[src/rtl/core/obtp_ram.sv]
// generic single write port, single read port ram with registered read
// no dependencies

module obtp_ram #(
	parameter int WIDTH = 8,
	parameter int DEPTH = 16
) (
	input  logic                     clk,
	input  logic                     we,
	input  logic [$clog2(DEPTH)-1:0] waddr,
	input  logic [WIDTH-1:0]         wdata,
	input  logic                     re,
	input  logic [$clog2(DEPTH)-1:0] raddr,
	output logic [WIDTH-1:0]         rdata
);

	logic [WIDTH-1:0] mem_q [DEPTH];
	logic [WIDTH-1:0] rdata_q;

	always_ff @(posedge clk) begin
		if (we) begin
			mem_q[waddr] <= wdata;
		end
		if (re) begin
			rdata_q <= mem_q[raddr];
		end
	end

	assign rdata = rdata_q;

endmodule

[config.mk]
export PLATFORM = sky130hd
export DESIGN_NAME = obtp_ram
export DESIGN_NICKNAME = d
export VERILOG_FILES = /design/src/rtl/core/obtp_ram.sv
export SDC_FILE = /design/constraint.sdc
export NUM_CORES = 1
export LEC_CHECK = 0
export ABC_AREA = 1
export ABC_CLOCK_PERIOD_IN_PS = 2800
export BUFFER_PORTS_ARGS = -buffer_cell sky130_fd_sc_hd__buf_2
export CAP_MARGIN = 20
export CORE_UTILIZATION = 36
export DETAILED_ROUTE_END_ITERATION = 6
export GPL_ROUTABILITY_DRIVEN = 1
export PLACE_DENSITY = 0.59
export SETUP_SLACK_MARGIN = 0.3
export SYNTH_ARGS = -nofsm -noshare
export SYNTH_HDL_FRONTEND = slang
export SYNTH_SLANG_ARGS = --single-unit
[constraint.sdc]
create_clock -name clk -period 2.8 [get_ports clk]
set_input_delay 0.28 -clock clk [delete_from_list [all_inputs] [get_ports clk]]
set_output_delay 0.28 -clock clk [all_outputs]
set_load 0.01 [all_outputs]
==> impl_metrics.yaml, run 1 <==
synth:
  instance_count_of_the_mapped_netlist: 551
  syn_area_per_cell_um2: 10.6
  post-synth-top-area-cell: "edfxtp_1"
  synth-seq-cells: 136
  yosysMostFrequentCell: "nand2_1"
  synth_area_leaders: "edfxtp_1 (70%), nand2_1 (11%), nand3_1 (8.3%)"
  post_synth_most_frequent_cells: "nand2_1 (173), edfxtp_1 (136), inv_1 (100)"
  mappedNetlistNets: 570
  seq_area_frac_synth_pct: 69.8
  yosys.cell_types.count: 11
  synth-edff-count: 136
  yosys_most_used_dff: "edfxtp_1"
  ys_warn_count: 0
  synth.cell_area_mm2: 0.00585
  share_of_the_synthesized_area_in_the_top_cell_type_pct: 69.8
  ys_async_sr_fraction_pct: 0
die:
  coreArea_mm2: 0.0159
  die_height_um: 129
  horizontal_die_dimension_um: 129
  io_pins: 27
  fp.dieArea_mm2: 0.0168
  effective_utilization_at_floorplan_pct: 36.8
  floorplan.rows: 46
cells_and_area:
  number_of_cells_in_the_finished_layout_apart_from_fillers: 804
  post-route-cell-area_mm2: 0.00673
  syn2layout_area_growth_pct: 15.0
  fraction_of_layout_cells_with_a_size_suffix_above_1_pct: 10.2
  layout.nets: 594
  antennaDiodeCount: 0
clocking:
  h-tree-depth: 4
  clkLatencyLatePin_ns: 0.42
  clkSlewWorstSetupHoldPaths_ns: 0.06
  post-cts-setup-buffer-count: 0
  cts_root_buffer: "clkbuf_16"
  clockBufferDepth: 2
  tritoncts: "built"
  cts_made_buffers: 17
  cts.sinks: 136
  post_cts_resized: 0
  cts-hold-fix-buffers: 0
detailed_routing:
  route.detailed.drc: 0
  final_antenna_net_count: 0
  met3WireLength_um: 748
  wirelength_mm: 13.6
  drc_marker_count_from_the_first_detailed_route_iteration: 361
  met1_length_mm: 6.08
  highest-signal-layer: "met4"
  via_per_inst: 4.77
  met2_wl_post_dr_mm: 6.38
  first_pass_iters: 7
  num_vias: 3833
  routed_wire_length_per_instance_um: 16.9
sta:
  fin_tns_setup_ns: 0
  max_slew.worst_pin.slew_ns: 0.911
  timing.final.max_slew_violations: 0
  setup_viol: 0
  clock.fmax_mhz: 618
  final-hold-violation-count: 0
  layout_setup_ws_ns: 1.18
  final.min_clock_period_ns: 1.62
  final.setup_skew_ns: 0.00625
  max-slew-margin-rel_pct: 39.0
  grt_setup_unrepaired: "false"
  fin_crit_sh_pct: 57.8
place:
  globalplace.congestion: 0.854
  placement.io_buffers: 26
  dpl-instance-area_mm2: 0.00612
  placed_cells_incl_taps: 772
  detailed_place_hpwl_mm: 8.42
  worst_setup_slack_after_placement_ns: 0.704
min_path:
  worstHoldEndpoint: "rdata[1]"
  holdCritStartpoint: "re"
  min-delay-path-class: "input pin to register"
  timing.hold.worst_path_depth: 1
critical_path:
  reg2reg_depth: 6
  cp_data_required_time_ns: 2.98
  crit_arrival_ns: 1.79
  critical_path_class: "input pin to register"
  critical_path.startpoint_type: "input pin"
  timing.rr.end: "rdata[1]"
  critical_path_fanouts_max: 33
  reg2reg_slack_ns: 1.64
  setup.worst_path.end_class: "register"
  regToRegStartpoint: "mem_q[7][1]"
pwr:
  p_leak_nw: 2.85
  power_per_cell_area_mw_per_mm2: 726
  power_w: 0.00488
  max-vdd-ir-drop_v: 0.000445
job:
  drv.max_cap_violation_count: 0
global_routing:
  globalRouteOverflowTotal: 0
  number_of_global_route_vias_before_repair: 3778
  globalRouteTotalUtil_pct: 17.6
  first_pass_grt_wire_length_mm: 21.0
  grt_antenna_before_repair: 0
  pin_count_of_the_biggest_net_entering_global_routing: 65
status:
  outcome: "finished clean"
-- stage by stage --
step	utilization (%)	hold WS [ns]
floorplan	-	0.379
global placement	38.5	0.650
detailed placement	38.5	0.652
CTS	42.3	0.211
global route	42.3	0.215
finish	42.3	0.230
-- logic make-up (layout without fill, tap and decap cells) --
| logic type | count (synthesis) | in the layout | synth area share, % |
|---|---|---|---|
| buf+inv | 126 | 163 | 9.39 |
| flops | 136 | 136 | 69.8 |
| simple gates | 289 | 289 | 20.8 |
-- power by group --
part           internal, W  total (W)  switching [W]
Sequential         0.00230    0.00231      0.0000152
Combinational    0.0000718   0.000268       0.000197
Clock              0.00148    0.00230       0.000824
-- sequential cells by signal, summed over array words and instances, names as in the netlist --
| signal | flops |
|---|---|
| mem_q | 128 |
| rdata | 8 |
-- placed cells by master (no fill, tap or decap) --
cell        netlist  layout
nor2_1           17      17
clkbuf_16         0      17
clkinv_1          0       2
clkbuf_1          0       1
nand2_1         173     173
nand3_1          97      97
buf_2            13      26
inv_2             2       2
nand3b_1          2       2
clkinvlp_4        0       1
clkinv_2          0       4
inv_1           100     100
buf_12            0       1
edfxtp_1        136     136
clkinv_4          0       3
bufinv_16         0       4
buf_4             4       2
-- per-layer routing --
metal / global-route usage [%] / vias up
met5: 0 / -
met1: 22.8 / 1836
li1: - / 1828
met2: 27.9 / 138
met3: 3.96 / 31
met4: 8.69 / 0
-- critical path, cell delays in order --
cell     delay, ns
buf_2         0.53
inv_2         0.44
nand3_1       0.19
nand3_1       0.11
nand3_1       0.16
nand2_1       0.06
-- worst max path at each step --
| stage | from | endpoint | slack [ns] |
|---|---|---|---|
| after detailed placement | raddr[1] | rdata[1] | 0.70 |
| final | raddr[1] | rdata[7] | 1.18 |
| after global routing | raddr[1] | rdata[1] | 1.02 |
| after floorplan | waddr[2] | mem_q[10][0] | 1.57 |
| after global placement | raddr[1] | rdata[2] | 0.76 |
| after CTS | raddr[1] | rdata[1] | 1.16 |
-- cell type report --
type                    instances  area, um2
fillers                      1545       9160
flip-flops and latches        136       4080
multi-input cells             289       1210
clock buffers                  18        429
inverters                     102        383
well taps                     216        270
clock inverters                14        181
repair buffers                 29        165
(Power assumes the default switching activity.)
==> run 2, diff against run 1 <==
--- a/config.mk
+++ b/config.mk
@@ -5,14 +5,14 @@
 export SDC_FILE = /design/constraint.sdc
 export NUM_CORES = 1
 export LEC_CHECK = 0
-export ABC_AREA = 1
-export ABC_CLOCK_PERIOD_IN_PS = 2800
+export ABC_AREA = 0
+export ABC_CLOCK_PERIOD_IN_PS = 1400
 export BUFFER_PORTS_ARGS = -buffer_cell sky130_fd_sc_hd__buf_2
 export CAP_MARGIN = 20
 export CORE_UTILIZATION = 36
 export DETAILED_ROUTE_END_ITERATION = 6
 export GPL_ROUTABILITY_DRIVEN = 1
-export PLACE_DENSITY = 0.59
+export PLACE_DENSITY = 0.61
 export SETUP_SLACK_MARGIN = 0.3
 export SYNTH_ARGS = -nofsm -noshare
 export SYNTH_HDL_FRONTEND = slang
==> constraint.sdc (replaced) <==
create_clock -name clk -period 1.4 [get_ports clk]
set_input_delay 0.14 -clock clk [delete_from_list [all_inputs] [get_ports clk]]
set_output_delay 0.14 -clock clk [all_outputs]
set_load 0.01 [all_outputs]
==> run 2 against run 1 <==
Net effect:
- sequential share of layout area grew 1.6 points
- synthesized cell count decreased by 58%
- critical path depth is 3 lower
- cell count fell by 39%
- global-route usage is 2.6 points lower
- highest routed layer unchanged
- worst setup slack worse by 1.2 ns
- synthesized area down 11%
- critical path type is now register to register
- the flow now finishes with violations (negative setup slack)
==> impl_metrics.yaml, run 2 <==
sta:
  final.min_clock_period_ns: 1.42
  layout_setup_ws_ns: -0.0175
  setup_viol: 1
  max-slew-margin-rel_pct: 33.4
  fin_tns_setup_ns: -0.0175
  final.setup_skew_ns: 0.00841
  fin_crit_sh_pct: 101
  grt_setup_unrepaired: "true"
  final-hold-violation-count: 0
  timing.final.max_slew_violations: 0
  max_slew.worst_pin.slew_ns: 0.996
  clock.fmax_mhz: 705
detailed_routing:
  num_vias: 2497
  drc_marker_count_from_the_first_detailed_route_iteration: 156
  wirelength_mm: 10.1
  via_per_inst: 5.09
  route.detailed.drc: 0
  final_antenna_net_count: 0
  first_pass_iters: 4
  routed_wire_length_per_instance_um: 20.5
synth:
  ys_async_sr_fraction_pct: 0
  mappedNetlistNets: 248
  post-synth-top-area-cell: "edfxtp_1"
  syn_area_per_cell_um2: 22.8
  share_of_the_synthesized_area_in_the_top_cell_type_pct: 78.1
  yosys.cell_types.count: 18
  seq_area_frac_synth_pct: 78.1
  synth-seq-cells: 136
  yosysMostFrequentCell: "edfxtp_1"
  synth_area_leaders: "edfxtp_1 (78%), mux4_2 (7.8%), mux4_1 (7.0%)"
  instance_count_of_the_mapped_netlist: 229
  ys_warn_count: 0
  post_synth_most_frequent_cells: "edfxtp_1 (136), mux4_2 (18), a22oi_1 (16)"
  synth.cell_area_mm2: 0.00523
  synth-edff-count: 136
  yosys_most_used_dff: "edfxtp_1"
die:
  io_pins: 27
  floorplan.rows: 43
  die_height_um: 123
  fp.dieArea_mm2: 0.0150
  effective_utilization_at_floorplan_pct: 37.2
  coreArea_mm2: 0.0140
  horizontal_die_dimension_um: 123
clocking:
  h-tree-depth: 4
  clockBufferDepth: 2
  cts_root_buffer: "clkbuf_16"
  post-cts-setup-buffer-count: 0
  tritoncts: "built"
  cts-hold-fix-buffers: 0
  cts_made_buffers: 17
  cts.sinks: 136
  clkLatencyLatePin_ns: 0.41
  clkSlewWorstSetupHoldPaths_ns: 0.06
cells_and_area:
  layout.nets: 317
  utilization_pct: 46.7
  fraction_of_layout_cells_with_a_size_suffix_above_1_pct: 45.3
  antennaDiodeCount: 0
  largest_reg_flops: 128
  commonest_non_fill_non_tap_cell_in_the_layout: "edfxtp_1"
  syn2layout_area_growth_pct: 25.4
  number_of_cells_in_the_finished_layout_apart_from_fillers: 491
  largest-register: "mem_q"
  layout.filler_cells: 1140
  layout_common_cells: "edfxtp_1 (136), mux4_2 (31), buf_2 (25), buf_4 (20), clkbuf_16 (17)"
global_routing:
  grt_antenna_before_repair: 0
  groute.layer.met1.usage_pct: 20.5
  globalRouteMet2Util_pct: 23.0
  globalRouteTotalUtil_pct: 15.0
  grt.busiest_layer: "met2"
  globalRouteOverflowTotal: 0
  pin_count_of_the_biggest_net_entering_global_routing: 17
  met3_usage_pct: 3.86
  number_of_global_route_vias_before_repair: 2651
  first_pass_grt_wire_length_mm: 15.6
critical_path:
  critical_path.startpoint_type: "register"
  crit_arrival_ns: 1.57
  setup.worst_path.end_class: "register"
  critical_path_class: "register to register"
  cp_data_required_time_ns: 1.56
  critical_path_fanouts_max: 1
status:
  violated_checks: "negative setup slack"
  outcome: "finished, violations left"
pwr:
  power_per_cell_area_mw_per_mm2: 1420
  p_leak_nw: 2.16
  power_w: 0.00934
  max-vdd-ir-drop_v: 0.000855
min_path:
  min-delay-path-class: "input pin to register"
place:
  globalplace.congestion: 0.722
  placed_cells_incl_taps: 459
  detailed_place_hpwl_mm: 6.56
  worst_setup_slack_after_placement_ns: -0.342
  placement.io_buffers: 26
job:
  drv.max_cap_violation_count: 0
==> run 2: final cells by class <==
| type | instances | area, um2 | share of cell area (%) |
|---|---|---|---|
| timing repair buffer | 60 | 567 | 8.65 |
| clock buffer | 18 | 429 | 6.55 |
| tap | 180 | 225 | 3.44 |
| clock inverter | 14 | 134 | 2.04 |
| sequential | 136 | 4080 | 62.3 |
| multi-input combinational | 83 | 1120 | 17.0 |
==> run 2: path summary, 6_finish.rpt <==
kind	startpoint	end	slack (ns)	depth (start not counted)
hold / removal	re	rdata[1]	0.10	1
setup reg to reg	mem_q[11][0]	rdata[0]	-0.02	3
setup / recovery	mem_q[11][0]	rdata[0]	-0.02	3
hold reg to reg	mem_q[13][7]	rdata[7]	0.76	3
==> run 2: critical path, cell delays in order (launching register included) <==
cell and delay (ns):
edfxtp_1 0.38, mux4_2 0.49, a22oi_2 0.22, nand2_1 0.08
==> run 2: report_power, final <==
part	switching (W)	internal, W
combinational	0.000273	0.000244
clock	0.00162	0.00259
sequential	0.0000260	0.00459
==> run 2: metrics by stage <==
step	hold WS, ns	cell area, um2
global placement	0.519	5940
global route	0.0832	6560
finish	0.102	6560
CTS	0.0877	6550
floorplan	0.239	5280
detailed placement	0.521	5940
==> run 2: layer usage <==
metal | share of wire (%) | vias up | wire length [um]
met2 | 49 | 57 | 4950
met4 | 1.4 | 0 | 139
met1 | 46 | 1326 | 4660
met5 | 0 | - | 0
met3 | 3.4 | 9 | 339
li1 | - | 1105 | -
==> run 2: cell families after synthesis <==
| logic type | count (synthesis) | share of synthesized area [%] |
|---|---|---|
| buf+inv | 10 | 1.65 |
| flops | 136 | 78.1 |
| mux | 32 | 14.8 |
| simple gates | 35 | 3.14 |
| compound gates | 16 | 2.30 |
==> run 2: what timing repair did <==
item / 4_1_cts / 5_1_grt
pin swaps: 4 / 1
endpoints found under the setup margin: 13 / 14
gates resized for setup: 8 / 2
